--- config.mk ---
export PLATFORM = sky130hd
export DESIGN_NAME = c2e_angle
export DESIGN_NICKNAME = d
export VERILOG_FILES = /design/src/c2e_pkg.sv /design/src/c2e_angle.sv
export SDC_FILE = /design/constraint.sdc
export NUM_CORES = 2
export LEC_CHECK = 0
export BUFFER_PORTS_ARGS = -buffer_cell sky130_fd_sc_hd__buf_2
export CAP_MARGIN = 20
export CELL_PAD_IN_SITES_DETAIL_PLACEMENT = 0
export CELL_PAD_IN_SITES_GLOBAL_PLACEMENT = 2
export CORE_UTILIZATION = 48
export DETAILED_ROUTE_END_ITERATION = 6
export HOLD_SLACK_MARGIN = 0.03
export PLACE_DENSITY = 0.95
export RECOVER_POWER = 100
export SLEW_MARGIN = 30
export SYNTH_ARGS = -nofsm -noshare
export SYNTH_HDL_FRONTEND = slang
export SYNTH_SLANG_ARGS = --single-unit
--- constraint.sdc ---
create_clock -name i_clk -period 7.5 [get_ports i_clk]
set_input_delay 1.125 -clock i_clk [delete_from_list [all_inputs] [get_ports i_clk]]
set_output_delay 1.125 -clock i_clk [all_outputs]
set_load 0.02 [all_outputs]
--- src/c2e_pkg.sv ---
`default_nettype none
package c2e_pkg;

    localparam int unsigned PIX_W    = 15;
    localparam int unsigned CFG_W    = 15;
    localparam int unsigned FSIZE_W  = 13;
    localparam int unsigned COORD_W  = 13;
    localparam int unsigned MAG_W    = 31;
    localparam int unsigned TRIG_W   = 32;
    localparam int unsigned DEN_W    = 32;
    localparam int unsigned PROD_W   = 45;
    localparam int unsigned HORNER_N = 4;
    localparam int unsigned LANES    = 4;

    localparam logic [MAG_W-1:0] Q_ONE   = 31'h4000_0000;
    localparam logic [MAG_W-1:0] POLY_C9 = 31'd172272;
    localparam logic [MAG_W-1:0] POLY_C [HORNER_N] = '{
        31'd5026995, 31'd85569306, 31'd693598669, 31'd1686629713
    };

    localparam logic [CFG_W-1:0]   RST_OUT_WIDTH   = 15'd24000;
    localparam logic [CFG_W-1:0]   RST_OUT_HEIGHT  = 15'd12000;
    localparam logic [FSIZE_W-1:0] RST_FACE_WIDTH  = 13'd1024;
    localparam logic [FSIZE_W-1:0] RST_FACE_HEIGHT = 13'd1024;

    typedef enum logic [1:0] {
        CFG_OUT_WIDTH   = 2'd0,
        CFG_OUT_HEIGHT  = 2'd1,
        CFG_FACE_WIDTH  = 2'd2,
        CFG_FACE_HEIGHT = 2'd3
    } t_cfg_idx;

    typedef enum logic [2:0] {
        FACE_RIGHT  = 3'd0,
        FACE_LEFT   = 3'd1,
        FACE_TOP    = 3'd2,
        FACE_BOTTOM = 3'd3,
        FACE_FRONT  = 3'd4,
        FACE_BACK   = 3'd5
    } t_face;

    typedef struct packed {
        logic signed [TRIG_W-1:0] sin_phi;
        logic signed [TRIG_W-1:0] cos_phi;
        logic signed [TRIG_W-1:0] cos_theta;
        logic signed [TRIG_W-1:0] sin_theta;
    } t_trig;

    typedef struct packed {
        t_face face;
        logic  null_dir;
    } t_proj_side;

endpackage
`default_nettype wire

--- src/c2e_angle.sv ---
`default_nettype none
module c2e_angle #(
    parameter int unsigned ANGLE_FRAC_BITS = 16
) (
    input  wire logic                        i_clk,
    input  wire logic                        i_rst_n,
    input  wire logic                        i_en,
    input  wire logic                        i_valid,
    input  wire logic [c2e_pkg::PIX_W-1:0]   i_x,
    input  wire logic [c2e_pkg::PIX_W-1:0]   i_y,
    input  wire logic [c2e_pkg::PIX_W-1:0]   i_den_x,
    input  wire logic [c2e_pkg::PIX_W-1:0]   i_den_y,
    output logic                             o_valid,
    output logic [ANGLE_FRAC_BITS-1:0]       o_theta,
    output logic [ANGLE_FRAC_BITS-1:0]       o_phi_raw
);
    localparam int unsigned A     = ANGLE_FRAC_BITS;
    localparam int unsigned RW    = c2e_pkg::PIX_W;
    localparam int unsigned STEPS = c2e_pkg::PIX_W + ANGLE_FRAC_BITS;

    logic [RW-1:0]    p_xrem [STEPS];
    logic [STEPS-1:0] p_xbit [STEPS];
    logic [A-1:0]     p_xq   [STEPS];
    logic [RW-1:0]    p_yrem [STEPS];
    logic [STEPS-1:0] p_ybit [STEPS];
    logic [A-1:0]     p_yq   [STEPS];
    logic             p_v    [STEPS];

    logic [RW-1:0]    r_xrem [STEPS];
    logic [STEPS-1:0] r_xbit [STEPS];
    logic [A-1:0]     r_xq   [STEPS];
    logic [RW-1:0]    r_yrem [STEPS];
    logic [STEPS-1:0] r_ybit [STEPS];
    logic [A-1:0]     r_yq   [STEPS];
    logic             r_v    [STEPS];

    assign p_xrem[0] = '0;
    assign p_xbit[0] = {i_x, {A{1'b0}}};
    assign p_xq[0]   = '0;
    assign p_yrem[0] = '0;
    assign p_ybit[0] = {1'b0, i_y, {(A-1){1'b0}}};
    assign p_yq[0]   = '0;
    assign p_v[0]    = i_valid;

    for (genvar k = 0; k < STEPS; k++) begin : g_step
        logic [RW:0] xt;
        logic [RW:0] yt;
        logic        xge;
        logic        yge;

        if (k > 0) begin : g_link
            assign p_xrem[k] = r_xrem[k-1];
            assign p_xbit[k] = r_xbit[k-1];
            assign p_xq[k]   = r_xq[k-1];
            assign p_yrem[k] = r_yrem[k-1];
            assign p_ybit[k] = r_ybit[k-1];
            assign p_yq[k]   = r_yq[k-1];
            assign p_v[k]    = r_v[k-1];
        end

        assign xt  = {p_xrem[k], p_xbit[k][STEPS-1]};
        assign yt  = {p_yrem[k], p_ybit[k][STEPS-1]};
        assign xge = xt >= {1'b0, i_den_x};
        assign yge = yt >= {1'b0, i_den_y};

        always_ff @(posedge i_clk) begin
            if (!i_rst_n) begin
                r_v[k] <= 1'b0;
            end else if (i_en) begin
                r_v[k] <= p_v[k];
            end
        end

        always_ff @(posedge i_clk) begin
            if (i_en) begin
                r_xrem[k] <= xge ? RW'(xt - {1'b0, i_den_x}) : RW'(xt);
                r_yrem[k] <= yge ? RW'(yt - {1'b0, i_den_y}) : RW'(yt);
                r_xbit[k] <= p_xbit[k] << 1;
                r_ybit[k] <= p_ybit[k] << 1;
                r_xq[k]   <= {p_xq[k][A-2:0], xge};
                r_yq[k]   <= {p_yq[k][A-2:0], yge};
            end
        end
    end

    assign o_valid   = r_v[STEPS-1];
    assign o_theta   = r_xq[STEPS-1];
    assign o_phi_raw = r_yq[STEPS-1];
endmodule
`default_nettype wire

Word level (Yosys, flattened, before mapping)
Memory sizes are Yosys's and may differ from the RTL's.
Cells that the tools add are included.
{"block": "totals", "ff_bits": 0, "mem_bits_rw": 3813, "n_memories": 7}
{"block": "op_classes", "add_sub_neg": 62, "n_lt_le_gt_ge": 62, "n_mux": 98, "bitwise": 31}
{"name": "r_xbit", "words": 31, "width": 30, "read_ports": 30, "rd_clocked_by_memory_dff": 0, "write_ports": 31, "line_no": "c2e_angle.sv:30", "source": "logic [STEPS-1:0] r_xbit [STEPS];"}
{"name": "r_ybit", "words": 31, "width": 30, "read_ports": 30, "rd_clocked_by_memory_dff": 0, "write_ports": 31, "line_no": "c2e_angle.sv:33", "source": "logic [STEPS-1:0] r_ybit [STEPS];"}
{"name": "r_xq", "words": 31, "width": 16, "read_ports": 31, "rd_clocked_by_memory_dff": 0, "write_ports": 31, "line_no": "c2e_angle.sv:31", "source": "logic [A-1:0] r_xq [STEPS];"}
{"name": "r_yq", "words": 31, "width": 16, "read_ports": 31, "rd_clocked_by_memory_dff": 0, "write_ports": 31, "line_no": "c2e_angle.sv:34", "source": "logic [A-1:0] r_yq [STEPS];"}
{"name": "r_xrem", "words": 31, "width": 15, "read_ports": 30, "rd_clocked_by_memory_dff": 0, "write_ports": 31, "line_no": "c2e_angle.sv:29", "source": "logic [RW-1:0] r_xrem [STEPS];"}
{"name": "r_yrem", "words": 31, "width": 15, "read_ports": 30, "rd_clocked_by_memory_dff": 0, "write_ports": 31, "line_no": "c2e_angle.sv:32", "source": "logic [RW-1:0] r_yrem [STEPS];"}
{"name": "+1 memories"}
{"op": "16-bit by 15-bit >= comparator with 1-bit output", "count": 60}
{"op": "15-bit 2-to-1 mux", "count": 62}
{"op": "15-bit subtractor", "count": 60}
{"op": "1-bit 2-to-1 mux", "count": 36}
{"op": "1-bit bitwise OR", "count": 31}
{"op": "1-bit by 15-bit >= comparator with 1-bit output", "count": 1}
{"op": "1-bit by 15-bit >= comparator with 1-bit output (first input constant)", "count": 1}
{"op": "1-bit by 15-bit subtractor with 15-bit output", "count": 1}
{"op": "1-bit by 15-bit subtractor with 15-bit output (first input constant)", "count": 1}

Logic depth before layout (Yosys ltp)
{"block": "depth", "depth_word": 4, "depth_mapped": 15}

Worst setup path before layout
Ideal clock, no wire load.
{"block": "synth_path", "path_type": "input to register", "start": "input i_den_y[0] (netlist name)", "end": "memory r_yrem[28][10] (netlist name), data pin", "arrival_ps": 5082, "required_time_ps": 7240, "setup_slack_ps": 2159, "stages": 13, "path_cell_list": "buf_2 > clkbuf_1 > inv_1 > clkbuf_1 > fa_1 > a211oi_1 > o21ai_0 > a31oi_1 > a221oi_1 > o21ai_0 > a21oi_1 > buf_2 > mux2_2"}
{"item": "start: declaration", "line_no": "c2e_angle.sv:12", "source": "input wire logic [c2e_pkg::PIX_W-1:0] i_den_y,"}
{"item": "end: declaration", "line_no": "c2e_angle.sv:32"}

==> summary by stage <==
Finish
In the final design database the tool counted 9530 nets. In the layout the commonest cells are 1427 x sky130_fd_sc_hd__edfxtp_1, 901 x sky130_fd_sc_hd__ha_1, 705 x sky130_fd_sc_hd__a21oi_1, 644 x sky130_fd_sc_hd__o21ai_0, 603 x sky130_fd_sc_hd__nor2_1. The post-route netlist has 9.61% of its cells at a drive strength greater than 1. The count of inserted antenna diode cells is 0. The share of the core filled with cells in the final layout is 53.3%. Summing all non-filler instances in the final layout gives an area of 102000 um^2.

The final non-filler cell total is 11.2k. The library cell used most frequently in the layout, excluding fill and tap cells, is sky130_fd_sc_hd__edfxtp_1. The layout overhead on the synthesized area is 9.94%.

Timing
The count of final hold-check violations is 0. The count of pins over their slew limit was 892. Setup violations remaining at the end of the flow were counted as 0. The setup total negative slack is 0 ns. The tightest hold margin is 0.413 ns.

Setup repair after global routing left no endpoint under its margin. The final critical path takes up 79.4% of the cycle. The clock arrives with 0.0357 ns of skew. The shortest clock period the worst path allows after layout is 5.95 ns. In the post-route analysis, the smallest setup slack over all paths is 1.55 ns. The tightest slew margin relative to the limit is -164%.

Static timing analysis puts the maximum clock frequency at 168 MHz. The pin slew with the least headroom to its limit is 3.96 ns.

Place
The number of placed cells counting well taps is 10.8k. The final estimated routing congestion in global placement is 0.879. The detailed-placement wirelength estimate is 147000 um. The number of buffers added on ports is 96. The post-placement worst setup slack is 1.94 ns. The placed instances occupy a cell area of 96300 um^2.

Worst hold path
The tightest min-delay check is of the flip-flop to flip-flop type. The critical hold path startpoint is r_ybit[0][204]$_DFFE_PP_.

Power
The completed layout was analyzed and its total power is 46.0 mW. The leakage power is 39.5 nW. In this run the power density over the cells is 453 nW/um^2. The peak ir drop on the vdd network is 0.231 mV.

Floorplanning
The total number of placement rows is 160. The number of top-level pins is 97. The horizontal extent of the die is 441 um. After floorplanning, the core was sized to cover 191000 um^2. The die span in y is 441 um. For this configuration, the core starts out at a cell density of 48.5%. The die area is 194000 um^2.

Drt
The post-route antenna net violation count is 0. Wires add up to 210000 um. The first routing iteration left 4041 violations. After detailed routing, the number of remaining DRC violations is 0. Using the TritonRoute via totals, the vias-per-cell ratio works out to 5.79.

The routed layout has 64.6k vias. In the final routed layout, each cell accounts on average for 18.8 um. The number of optimization iterations in the first detailed-route pass is 6.

Worst setup path
For flop-to-flop paths, the worst setup slack is 3.35 ns. The type of the setup path with the least slack is input port to flip-flop. Data arrives at the worst endpoint at 6.52 ns.

The worst setup path is launched from an input port. The worst setup path startpoint is i_den_y[5]. The required arrival time at the worst endpoint is 8.06 ns. STA classifies the critical path endpoint as a flip-flop. The launch instance of the worst register-to-register path is r_yrem[25][0]$_SDFFCE_PN0P_. The critical-path maximum fanout is 28.

Clocking
The clock net in this run drives a total of 1428 sinks. The CTS tree is built. Buffers added to address setup during post-CTS repair amount to 0. The number of gates resized after cts is 0. Clock tree synthesis selected as its root buffer the cell sky130_fd_sc_hd__clkbuf_16.

Counting the buffers created by CTS gives 167. The register clock-pin slew on the reported worst setup and hold paths is 0.06 ns. The post-cts hold buffer count is 0. The number of buffers on the longest clock path is 3. The later pin in the worst-skew pair is clocked with a latency of 0.84 ns. The level count of the clock H-tree is 4.

Logic synthesis
The count of mapped cells out of synthesis is 8297. The number of register bits inferred by synthesis is 1428. Sequential elements use 46.4% of the synthesized area. Synthesis instantiated 95 different standard cells from the library. The average cell area after synthesis is 11.1 um^2.

Of all flip-flops after synthesis, the portion carrying an async set or reset was 0%. The number of warnings printed during yosys synthesis is 0. The number of nets in the synthesized netlist is 9320. The dominant register cell in the synthesized netlist is sky130_fd_sc_hd__edfxtp_1. The number of enable flip-flop cells after synthesis is 1427. The mapped netlist covers 92400 um^2.

Flow run
The number of max-cap violations is 15.

Global routing
The pin count of the biggest net entering global routing is 175. The overall overflow remaining after global route is 0. In the global route stage, overall resource usage came out at 21.3%. The first global-routing pass estimated 335000 um of wire. The via count of the first global-routing pass is 63.3k. The number of antenna violations at the first check in global routing is 4.

Outcome
The checks that failed: capacitance limit, slew limit. The flow ran to the end, but the final reports show violations.
cell usage after synthesis (all sizes together) (149+ instances only):
master | n | share of area [%]
o21ai | 650 | 3.5
mux2 | 436 | 5.3
a21o | 254 | 2.1
ha | 901 | 12
nor2 | 603 | 2.5
a21oi | 705 | 3.8
xor2 | 241 | 2.3
xnor2 | 372 | 3.5
inv | 255 | 1.0
nand2 | 529 | 2.2
edfxtp | 1427 | 46
o21a | 149 | 1.2
sequential cells by signal (all words and copies together) (netlist names):
register,cells
r_xrem,450
r_xbit,105
r_xq,136
r_yrem,450
r_yq,136
r_v,31
r_ybit,120
power by group:
| part | switching [mW] | internal, mW | total [mW] | leakage, nW |
|---|---|---|---|---|
| combinational | 12.2 | 10.6 | 22.8 | 22.9 |
| clock | 3.41 | 4.90 | 8.31 | 2.70 |
| sequential | 1.67 | 13.2 | 14.8 | 14.0 |
kinds of logic (layout without fill, tap and decap cells):
group,count (synthesis),after routing,synth area share [%]
XOR/XNOR,613,613,5.81
multiplexers,485,485,5.88
flip-flops,1428,1428,46.4
buffers and inverters,411,758,1.73
AO/OA/AOI/OAI,2405,2405,16.4
adder cells (fa/ha/maj),959,959,13.5
AND/OR/NAND/NOR,1996,1996,10.4
critical path, stage by stage:
cell and delay (ns):
sky130_fd_sc_hd__buf_2 0.10, sky130_fd_sc_hd__inv_1 0.72, sky130_fd_sc_hd__clkbuf_1 1.46, sky130_fd_sc_hd__ha_1 0.52
sky130_fd_sc_hd__a211oi_1 0.27, sky130_fd_sc_hd__o21ai_0 0.12, sky130_fd_sc_hd__o2111ai_1 0.11, sky130_fd_sc_hd__o211ai_1 0.19
sky130_fd_sc_hd__o31a_1 0.35, sky130_fd_sc_hd__o41ai_4 0.19, sky130_fd_sc_hd__clkbuf_1 0.84, sky130_fd_sc_hd__mux2_2 0.43
metal layers:
metal | GRT usage [%] | up-vias | share of wire (%)
li1 | - | 32100 | -
met1 | 27.8 | 30900 | 45
met2 | 36.4 | 1224 | 48
met3 | 2.80 | 367 | 3.8
met4 | 7.26 | 2 | 3.1
met5 | 0 | - | 0.0081
path summary, 6_finish.rpt:
check | to | depth (start not counted)
worst min-delay path | r_ybit[0][235]$_DFFE_PP_ | 0
worst max-delay path | r_yrem[3][9]$_DFFE_PP_ | 12
worst max register to register | r_yrem[26][11]$_DFFE_PP_ | 9
worst min register to register | r_ybit[0][235]$_DFFE_PP_ | 0
layout make-up:
class	instances	area [um^2]
Timing Repair Buffer	196	1120
Multi-Input combinational cell	6458	47900
Clock inverter	113	1260
Tap cell	2511	3140
Sequential cell	1428	42900
Clock buffer	193	4320
Inverter	256	963
Fill cell	16600	89000
(Power assumes the default switching activity.)
